$ cat config.mk
export PLATFORM = sky130hd
export DESIGN_NAME = vector_tile_geometry_decoder_top_flat
export DESIGN_NICKNAME = d
export VERILOG_FILES = /design/src/rtl/core/vtgd_pkg.sv /design/src/rtl/core/vtgd_if.sv /design/src/rtl/core/vector_tile_geometry_decoder_top.sv /design/src/flat_wrapper.sv
export SDC_FILE = /design/constraint.sdc
export NUM_CORES = 1
export LEC_CHECK = 0
export ABC_CLOCK_PERIOD_IN_PS = 10100
export BUFFER_PORTS_ARGS = -buffer_cell sky130_fd_sc_hd__buf_2
export CAP_MARGIN = 20
export CORE_MARGIN = 2
export CORE_UTILIZATION = 55
export CTS_BUF_LIST = sky130_fd_sc_hd__clkbuf_2 sky130_fd_sc_hd__clkbuf_4 sky130_fd_sc_hd__clkbuf_8
export DETAILED_ROUTE_END_ITERATION = 10
export GPL_TIMING_DRIVEN = 0
export PLACE_DENSITY_LB_ADDON = 0.15
export SLEW_MARGIN = 40
export SYNTH_ARGS = -nofsm -noshare
export SYNTH_HDL_FRONTEND = slang
export SYNTH_SLANG_ARGS = --single-unit
$ cat constraint.sdc
create_clock -name i_clk -period 10.1 [get_ports i_clk]
set_input_delay 2.02 -clock i_clk [delete_from_list [all_inputs] [get_ports i_clk]]
set_output_delay 2.02 -clock i_clk [all_outputs]
set_load 0.01 [all_outputs]
$ cat src/rtl/core/vtgd_pkg.sv
// package for the vector tile geometry decoder
// holds command and phase codes, part counter sizing and the zigzag decode
// no dependencies
package vtgd_pkg;

    localparam int PART_BITS = 16;
    localparam int WORD_W    = 32;
    localparam int CMD_W     = 3;
    localparam int COUNT_W   = WORD_W - CMD_W;
    localparam int INDEX_W   = 16;

    typedef logic [CMD_W-1:0]     t_cmd;
    typedef logic [1:0]           t_phase;
    typedef logic [COUNT_W-1:0]   t_count;
    typedef logic [WORD_W-1:0]    t_word;
    typedef logic [PART_BITS-1:0] t_part;

    localparam t_cmd CMD_NONE  = 3'd0;
    localparam t_cmd CMD_MOVE  = 3'd1;
    localparam t_cmd CMD_LINE  = 3'd2;
    localparam t_cmd CMD_CLOSE = 3'd7;

    localparam t_phase PH_CMD = 2'd0;
    localparam t_phase PH_X   = 2'd1;
    localparam t_phase PH_Y   = 2'd2;

    localparam t_part PART_MAX = '1;

    // zigzag: lsb carries the sign, the rest the magnitude
    function automatic t_word unzigzag(input t_word n);
        unzigzag = (n >> 1) ^ {WORD_W{n[0]}};
    endfunction

endpackage

$ cat src/rtl/core/vtgd_if.sv
// valid/ready channel interfaces of the vector tile geometry decoder
// depends on vtgd_pkg for field widths
interface vtgd_word_if;
    logic                           valid;
    logic                           ready;
    logic [vtgd_pkg::WORD_W-1:0]    geom_word;
    logic                           first_word;

    modport source (output valid, output geom_word, output first_word, input ready);
    modport sink   (input valid, input geom_word, input first_word, output ready);
endinterface

interface vtgd_point_if;
    logic                               valid;
    logic                               ready;
    logic signed [vtgd_pkg::WORD_W-1:0] point_x;
    logic signed [vtgd_pkg::WORD_W-1:0] point_y;
    logic [vtgd_pkg::INDEX_W-1:0]       part_index;
    logic                               is_close;

    modport source (output valid, output point_x, output point_y, output part_index,
                    output is_close, input ready);
    modport sink   (input valid, input point_x, input point_y, input part_index,
                    input is_close, output ready);
endinterface

$ cat src/rtl/core/vector_tile_geometry_decoder_top.sv
// vector tile geometry decoder, top level and only module
// depends on vtgd_pkg and the channel interfaces in vtgd_if.sv
//
// usage
//   i_geom carries one 32-bit geometry word per transfer plus a first_word flag
//   that marks the start of a feature. command words hold the command in bits
//   2:0 and a repeat count above; moveto/lineto are followed by count pairs of
//   zigzag deltas. o_point carries one absolute vertex per completed pair and
//   one per closepath, with the part index and a close flag.
//   path: a word taken into the input register is decoded from there; its vertex,
//   if any, is loaded into the result register and from there shown on o_point.
//   throughput: one word per cycle unless a held word needs a blocked output slot,
//   set by the single decode stage that reads and updates the cursor state in the same cycle.
//   stall: the input register holds a word that needs the output slot while a
//   vertex waits unclaimed on o_point; i_geom.ready drops only when both registers
//   are full and the held word would need the output slot. ready depends on o_point.ready.
//   reset: synchronous active-low i_rst_n empties both registers and clears
//   cursor, start point, part counter and the pending command.
module vector_tile_geometry_decoder_top (
    input  logic                i_clk,
    input  logic                i_rst_n,
    vtgd_word_if.sink           i_geom,
    vtgd_point_if.source        o_point
);

    // input register
    logic                   r_in_valid;
    vtgd_pkg::t_word        r_in_word;
    logic                   r_in_first;

    // decoder state
    vtgd_pkg::t_phase       r_phase,  n_phase;
    vtgd_pkg::t_cmd         r_cmd,    n_cmd;
    vtgd_pkg::t_count       r_pairs,  n_pairs;
    vtgd_pkg::t_word        r_cur_x,  n_cur_x;
    vtgd_pkg::t_word        r_cur_y,  n_cur_y;
    vtgd_pkg::t_word        r_start_x, n_start_x;
    vtgd_pkg::t_word        r_start_y, n_start_y;
    vtgd_pkg::t_part        r_part,   n_part;

    // result register
    logic                   r_out_valid;
    vtgd_pkg::t_word        r_out_x,  n_out_x;
    vtgd_pkg::t_word        r_out_y,  n_out_y;
    logic                   r_out_close, n_out_close;
    logic [vtgd_pkg::INDEX_W-1:0] r_out_part;

    // state as seen by the held word (cleared when it opens a feature)
    vtgd_pkg::t_phase       w_phase;
    vtgd_pkg::t_cmd         w_cmd;
    vtgd_pkg::t_count       w_pairs;
    vtgd_pkg::t_word        w_cur_x, w_cur_y, w_start_x, w_start_y;
    vtgd_pkg::t_part        w_part;
    vtgd_pkg::t_word        w_delta;
    vtgd_pkg::t_cmd         w_word_cmd;
    vtgd_pkg::t_count       w_word_count;
    logic                   w_emit;
    logic                   w_advance;
    logic                   w_in_take;

    // the held word moves on when it needs no output slot or the slot frees up
    assign w_advance = r_in_valid && (!w_emit || !r_out_valid || o_point.ready);
    assign i_geom.ready = !r_in_valid || w_advance;
    assign w_in_take    = i_geom.valid && i_geom.ready;

    always_comb begin
        w_phase   = r_in_first ? vtgd_pkg::PH_CMD   : r_phase;
        w_cmd     = r_in_first ? vtgd_pkg::CMD_NONE : r_cmd;
        w_pairs   = r_in_first ? '0 : r_pairs;
        w_cur_x   = r_in_first ? '0 : r_cur_x;
        w_cur_y   = r_in_first ? '0 : r_cur_y;
        w_start_x = r_in_first ? '0 : r_start_x;
        w_start_y = r_in_first ? '0 : r_start_y;
        w_part    = r_in_first ? '0 : r_part;
    end

    assign w_delta      = vtgd_pkg::unzigzag(r_in_word);
    assign w_word_cmd   = r_in_word[vtgd_pkg::CMD_W-1:0];
    assign w_word_count = r_in_word[vtgd_pkg::WORD_W-1:vtgd_pkg::CMD_W];

    always_comb begin
        n_phase     = w_phase;
        n_cmd       = w_cmd;
        n_pairs     = w_pairs;
        n_cur_x     = w_cur_x;
        n_cur_y     = w_cur_y;
        n_start_x   = w_start_x;
        n_start_y   = w_start_y;
        n_part      = w_part;
        n_out_x     = w_start_x;
        n_out_y     = w_start_y;
        n_out_close = 1'b0;
        w_emit      = 1'b0;
        unique case (w_phase)
            vtgd_pkg::PH_X: begin
                n_cur_x = w_cur_x + w_delta;
                n_phase = vtgd_pkg::PH_Y;
            end
            vtgd_pkg::PH_Y: begin
                n_cur_y = w_cur_y + w_delta;
                if (w_cmd == vtgd_pkg::CMD_MOVE) begin
                    if (w_part != vtgd_pkg::PART_MAX) begin
                        n_part = w_part + 1'b1;
                    end
                    n_start_x = w_cur_x;
                    n_start_y = n_cur_y;
                end
                n_pairs = w_pairs - 1'b1;
                n_phase = (n_pairs == '0) ? vtgd_pkg::PH_CMD : vtgd_pkg::PH_X;
                n_out_x = w_cur_x;
                n_out_y = n_cur_y;
                w_emit  = 1'b1;
            end
            default: begin
                // command word
                unique case (w_word_cmd) inside
                    vtgd_pkg::CMD_MOVE, vtgd_pkg::CMD_LINE: begin
                        n_cmd   = w_word_cmd;
                        n_pairs = w_word_count;
                        n_phase = (w_word_count == '0) ? vtgd_pkg::PH_CMD
                                                       : vtgd_pkg::PH_X;
                    end
                    vtgd_pkg::CMD_CLOSE: begin
                        n_phase     = vtgd_pkg::PH_CMD;
                        n_out_close = 1'b1;
                        w_emit      = 1'b1;
                    end
                    default: begin
                        // unknown command and its count are dropped
                        n_phase = vtgd_pkg::PH_CMD;
                    end
                endcase
            end
        endcase
    end

    // input register
    always_ff @(posedge i_clk) begin
        if (!i_rst_n) begin
            r_in_valid <= 1'b0;
        end else if (w_in_take) begin
            r_in_valid <= 1'b1;
        end else if (w_advance) begin
            r_in_valid <= 1'b0;
        end
        if (w_in_take) begin
            r_in_word  <= i_geom.geom_word;
            r_in_first <= i_geom.first_word;
        end
    end

    // decoder state
    always_ff @(posedge i_clk) begin
        if (!i_rst_n) begin
            r_phase   <= vtgd_pkg::PH_CMD;
            r_cmd     <= vtgd_pkg::CMD_NONE;
            r_pairs   <= '0;
            r_cur_x   <= '0;
            r_cur_y   <= '0;
            r_start_x <= '0;
            r_start_y <= '0;
            r_part    <= '0;
        end else if (w_advance) begin
            r_phase   <= n_phase;
            r_cmd     <= n_cmd;
            r_pairs   <= n_pairs;
            r_cur_x   <= n_cur_x;
            r_cur_y   <= n_cur_y;
            r_start_x <= n_start_x;
            r_start_y <= n_start_y;
            r_part    <= n_part;
        end
    end

    // result register
    always_ff @(posedge i_clk) begin
        if (!i_rst_n) begin
            r_out_valid <= 1'b0;
        end else if (w_advance && w_emit) begin
            r_out_valid <= 1'b1;
        end else if (o_point.ready) begin
            r_out_valid <= 1'b0;
        end
        if (w_advance && w_emit) begin
            r_out_x     <= n_out_x;
            r_out_y     <= n_out_y;
            r_out_close <= n_out_close;
            r_out_part  <= vtgd_pkg::INDEX_W'(n_part);
        end
    end

    assign o_point.valid      = r_out_valid;
    assign o_point.point_x    = $signed(r_out_x);
    assign o_point.point_y    = $signed(r_out_y);
    assign o_point.part_index = r_out_part;
    assign o_point.is_close   = r_out_close;

    // a pair in flight always has at least one pair left to finish
    a_pairs_nonzero: assert property (@(posedge i_clk) disable iff (!i_rst_n)
        (r_phase == vtgd_pkg::PH_X || r_phase == vtgd_pkg::PH_Y) |-> (r_pairs != '0))
        else $error("pairs counter empty while a pair is pending");

    // the y half of a pair always yields a vertex
    a_y_emits: assert property (@(posedge i_clk) disable iff (!i_rst_n)
        (r_in_valid && w_phase == vtgd_pkg::PH_Y) |-> w_emit)
        else $error("y delta without a vertex");

    // a decoded vertex is presented on the next cycle
    a_emit_shows: assert property (@(posedge i_clk) disable iff (!i_rst_n)
        (w_advance && w_emit) |=> r_out_valid)
        else $error("decoded vertex lost");

    // the part counter only grows inside a feature
    a_part_grows: assert property (@(posedge i_clk) disable iff (!i_rst_n)
        (w_advance && !r_in_first) |=> (r_part >= $past(r_part)))
        else $error("part counter went backwards");

    // input side stalls only with a word held and the output slot blocked
    a_stall_cause: assert property (@(posedge i_clk) disable iff (!i_rst_n)
        !i_geom.ready |-> (r_in_valid && r_out_valid && !o_point.ready))
        else $error("input stalled without cause");

endmodule
$ cat src/flat_wrapper.sv
// flat-port wrapper written by rule: the top's interface ports become plain ports
module vector_tile_geometry_decoder_top_flat 
  (i_clk, i_rst_n, i_geom_valid, i_geom_geom_word, i_geom_first_word, i_geom_ready, o_point_valid, o_point_point_x, o_point_point_y, o_point_part_index, o_point_is_close, o_point_ready);
  vtgd_word_if i_geom_i ();
  vtgd_point_if o_point_i ();
  input  logic i_clk;
  input  logic i_rst_n;
  input wire logic [$bits(i_geom_i.valid)-1:0] i_geom_valid;
  input wire logic [$bits(i_geom_i.geom_word)-1:0] i_geom_geom_word;
  input wire logic [$bits(i_geom_i.first_word)-1:0] i_geom_first_word;
  output wire logic [$bits(i_geom_i.ready)-1:0] i_geom_ready;
  output wire logic [$bits(o_point_i.valid)-1:0] o_point_valid;
  output wire logic [$bits(o_point_i.point_x)-1:0] o_point_point_x;
  output wire logic [$bits(o_point_i.point_y)-1:0] o_point_point_y;
  output wire logic [$bits(o_point_i.part_index)-1:0] o_point_part_index;
  output wire logic [$bits(o_point_i.is_close)-1:0] o_point_is_close;
  input wire logic [$bits(o_point_i.ready)-1:0] o_point_ready;
  assign i_geom_i.valid = i_geom_valid;
  assign i_geom_i.geom_word = i_geom_geom_word;
  assign i_geom_i.first_word = i_geom_first_word;
  assign i_geom_ready = i_geom_i.ready;
  assign o_point_valid = o_point_i.valid;
  assign o_point_point_x = o_point_i.point_x;
  assign o_point_point_y = o_point_i.point_y;
  assign o_point_part_index = o_point_i.part_index;
  assign o_point_is_close = o_point_i.is_close;
  assign o_point_i.ready = o_point_ready;
  vector_tile_geometry_decoder_top u_core (.i_clk(i_clk), .i_rst_n(i_rst_n), .i_geom(i_geom_i), .o_point(o_point_i));
endmodule
==> summary.md <==
| Metric | Value |
|---|---|
| Primary FF master, synth | dfxtp_1 |
| Ys Warns | 0 |
| Actual slew at the worst max-slew pin | a little over 900 ps |
| Nets | between 2,000 and 2,500 |
| Ratio of cells with drive above 1 in the final layout | between 10% and 20% |
| DR pass1 iterations | 6 |
| Post-synth ARST share | 0% |
| Syn Area/Cell | about 9.1 µm² |
| Synth Instances | around 1,800 |
| First-pass GRT wire length | between 70,000 and 80,000 µm |
| Cells along the critical path | buf_2 > inv_2 > clkbuf_1 > clkbuf_1 > nand2_1 > ha_1 > nand3_1 > a21boi_1 > nand2_1 > buf_2 |
| Die Y | between 150 and 200 µm |
| VDD IR max | 0.0981 mV |
| Placed cell areas | between 0.015 and 0.02 mm² |
| Leakage | roughly 7.4 nW |
| CP delay by family, top | buffers and inverters |
| Library cells used by synthesis | 74 |
| Routed wire length | 52,100 µm |
| Synth top area share | between 20% and 30% |
| Sequential cell area fraction in the yosys report | 42.1% |
| Layout Skew | between 20 and 25 ps |
| Setup bufs post-CTS | 0 |
| R2R setup slack | 4110 ps |
| Vias in the first global route | around 14,000 |
| Period utilization | 59.7% |
| Num CTS Buffers | 48 |
| Remaining global-route overflow | 0 |
| Antenna Nets Post-Route | 0 |
| Compound-Gate Fraction of Synth Area | a little over a fifth |
| Part of the power in registers | between 40% and 50% |
| I/O pins | between 100 and 150 |
| H-tree Lvls | 2 |
| Starting Density | roughly 56% |
| Total core area | a little under 0.03 mm² |
| CTS root buf | clkbuf_8 |
| TritonCTS clock tree | done |
| Ant diodes | 0 |
| DIE AREA | roughly 0.032 mm² |
| Crit start category | register |
| Power, Total | approximately 2.9 mW |
| Rel. slew slack | a little under two fifths |
| Max Root-Sink Buffers | 3 |
| CP required | 8080 ps |
| MaxCap Viol Count | 0 |
| Status | completed |
| Synth area leaders | dfxtp_1 22%, edfxtp_1 21%, nor2b_1 6.4% |
| Net count after synthesis | between 1,500 and 2,000 |
| DP Worst Slack | approximately 4100 ps |
| Crit Path Category | register to output pin |
| DR vias/cell | 6.10 |
| Net Sw Frac | between 20% and 30% |
| Hold buffers post-CTS | 0 |
| Crit path max fanout | 10 |
| Hold crit path type | register to register |
| P_int | just over 2 mW |
| Width of the die | approximately 180 µm |
| Post-detail-place hpwl | 38,900 µm |
| Final WS setup | 4080 ps |
| Mux contribution to synthesized area | under 10% |
| Post-synth EDFFs | around 110 |
| DRC violations left | 0 |
| Row Count | 63 |
| Drt initial violations | between 1,000 and 1,500 |
| Setup violators final | 0 |
| Simple-Gate Fraction of Synth Area | between 20% and 30% |
| CP Data Arrival Time | about 4000 ps |
| Sink Count | around 290 |
| FF+latch count, synth | roughly 300 |
| Critical path's slowest cell | edfxtp_1 |
| Achievable Freq | around 170 MHz |
| Final Wtd Congestion | just over 1 |
| Finished Cell Area | ~0.019 mm² |
| Clock share of power | between 30% and 40% |
| Aggregate negative setup slack | 0 ps |
| Antenna violations before repair | 0 |
| Port buffer count | around 120 |
| Crit path largest cell delay | roughly 540 ps |
| Final Hold Fails | 0 |
| Maximum number of pins on one net before global-route repair | 25 |
| Net Sw Power | approximately 820 µW |
| Combinational Power Share | 15.9% |
| Cell accounting for the most synthesized area | dfxtp_1 |
| Largest family of logic cells by synthesized area | compound AO/OA/AOI/OAI gates |
| RSZ-0062 raised after global routing | no |
| Min Tclk post-route | roughly 6000 ps |
| Synth Area in Adders | 5.49% |
| Fin. max-slew vios | 0 |
| Via count of the routed design | around 15,000 |
| GRT Overall Usage | 32.5% |
| Pwr Density | ~150 mW/mm² |
| Worst-Skew Late Latency | around 590 ps |
| Synth Area in XOR/XNOR | 5.40% |
| Critical path buffer and inverter count | 5 |
| Clk slew on worst S/H paths | about 60 ps |
| Mapped Area | ~0.017 mm² |
| Synth-to-Final Area Change | 13.5% |
| Setup crit end kind | output pin |
| Post-CTS Resized | 0 |
| WL/cell | 21.3 µm |
==> power by group through the flow <==
stage | registers, mW | logic, mW | clock network, mW
6_report | 1.28 | 0.453 | 1.13
5_1_grt | 1.28 | 0.486 | 1.19
4_1_cts | 1.28 | 0.441 | 1.14
3_5_place_dp | 1.30 | 0.439 | 0
3_3_place_gp | 1.30 | 0.431 | 0
2_1_floorplan | 1.29 | 0.298 | 0
==> layer usage <==
metal / global-route usage (%) / up-vias / wire (µm)
li1: - / 7050 / -
met1: 45.0 / 7029 / 22900
met3: 5.58 / 140 / 4100
met4: 13.7 / 0 / 2280
met2: 50.2 / 692 / 22800
met5: 0 / - / 0
==> placed cells by master, fill, tap and decap left out, drive strengths merged, types with 48 or more instances in the layout <==
cell    netlist  final
xnor2        48     48
clkbuf       98    176
a21oi        94     94
dfxtp       180    180
a22oi        89     89
edfxtp      114    114
nor2b       171    171
buf          22    145
xor2         55     55
nor2        125    125
o21ai       131    131
ha           70     70
nand2       172    172
==> area by class of cell <==
class / instances / area [µm²]
fillers: 2591 / 10800
multi-input cells: 1396 / 9120
flip-flops and latches: 294 / 7030
clock buffers: 76 / 896
repair buffers: 125 / 698
well taps: 390 / 488
plain buffers: 120 / 475
clock inverters: 13 / 145
inverters: 29 / 109
==> logic make-up after synthesis <==
| family | Yosys count |
|---|---|
| flip-flops | 294 |
| AO/OA/AOI/OAI | 525 |
| adder cells (fa/ha/maj) | 72 |
| AND/OR/NAND/NOR | 661 |
| multiplexers | 35 |
| buffers and inverters | 149 |
| XOR/XNOR | 103 |
==> cell usage after synthesis (28+ instances only) <==
| cell | n |
|---|---|
| edfxtp_1 | 114 |
| o21ai_0 | 116 |
| nand3_1 | 36 |
| a21oi_1 | 94 |
| a21o_1 | 36 |
| a22oi_1 | 89 |
| ha_1 | 70 |
| nand2_1 | 172 |
| xor2_1 | 55 |
| nor2_1 | 125 |
| dfxtp_1 | 180 |
| mux2i_1 | 34 |
| clkbuf_1 | 98 |
| inv_1 | 28 |
| xnor2_1 | 48 |
| nor2b_1 | 171 |
==> registers in the layout, indices dropped and copies added (netlist names) <==
register,cells
u_core.r_phase,2
u_core.o_point.part_index,16
u_core.o_point.point_y,32
u_core.o_point.is_close,1
u_core.r_cur_x,32
u_core.r_start_x,32
u_core.r_cmd,3
u_core.r_pairs,29
u_core.o_point.point_x,32
u_core.r_start_y,32
u_core.r_cur_y,32
u_core.r_part,16
u_core.r_in_first,1
u_core.o_point.valid,1
u_core.r_in_valid,1
u_core.r_in_word,32
==> metrics by stage <==
step / hold WS, ps / cells / utilization [%]
3_5_place_dp: 440 / 2354 / 60.1
6_report: 448 / 2443 / 63.6
2_1_floorplan: 417 / 1839 / -
3_3_place_gp: 427 / 2348 / 59.7
4_1_cts: 453 / 2443 / 63.6
5_1_grt: 471 / 2443 / 63.6
==> final timing paths <==
check,from,end,cells after the start
worst max-delay path,u_core.r_in_first,i_geom_ready,10
worst min-delay path,u_core.r_cur_y[26],u_core.r_cur_y[26],2
worst max register to register,u_core.r_in_first,u_core.o_point.point_y[31],15
worst min register to register,u_core.r_cur_y[26],u_core.r_cur_y[26],2
==> worst reg2reg max path, delay by kind of cell (launching register included) <==
kind / cells / cell delay [ps]
DFF: 1 / 550
and+or+nand+nor: 3 / 520
AOI/OAI and AO/OA: 6 / 1890
buffers and inverters: 5 / 2560
adders and majority gates: 1 / 360
Note: power is estimated with default switching activity, not from simulation.
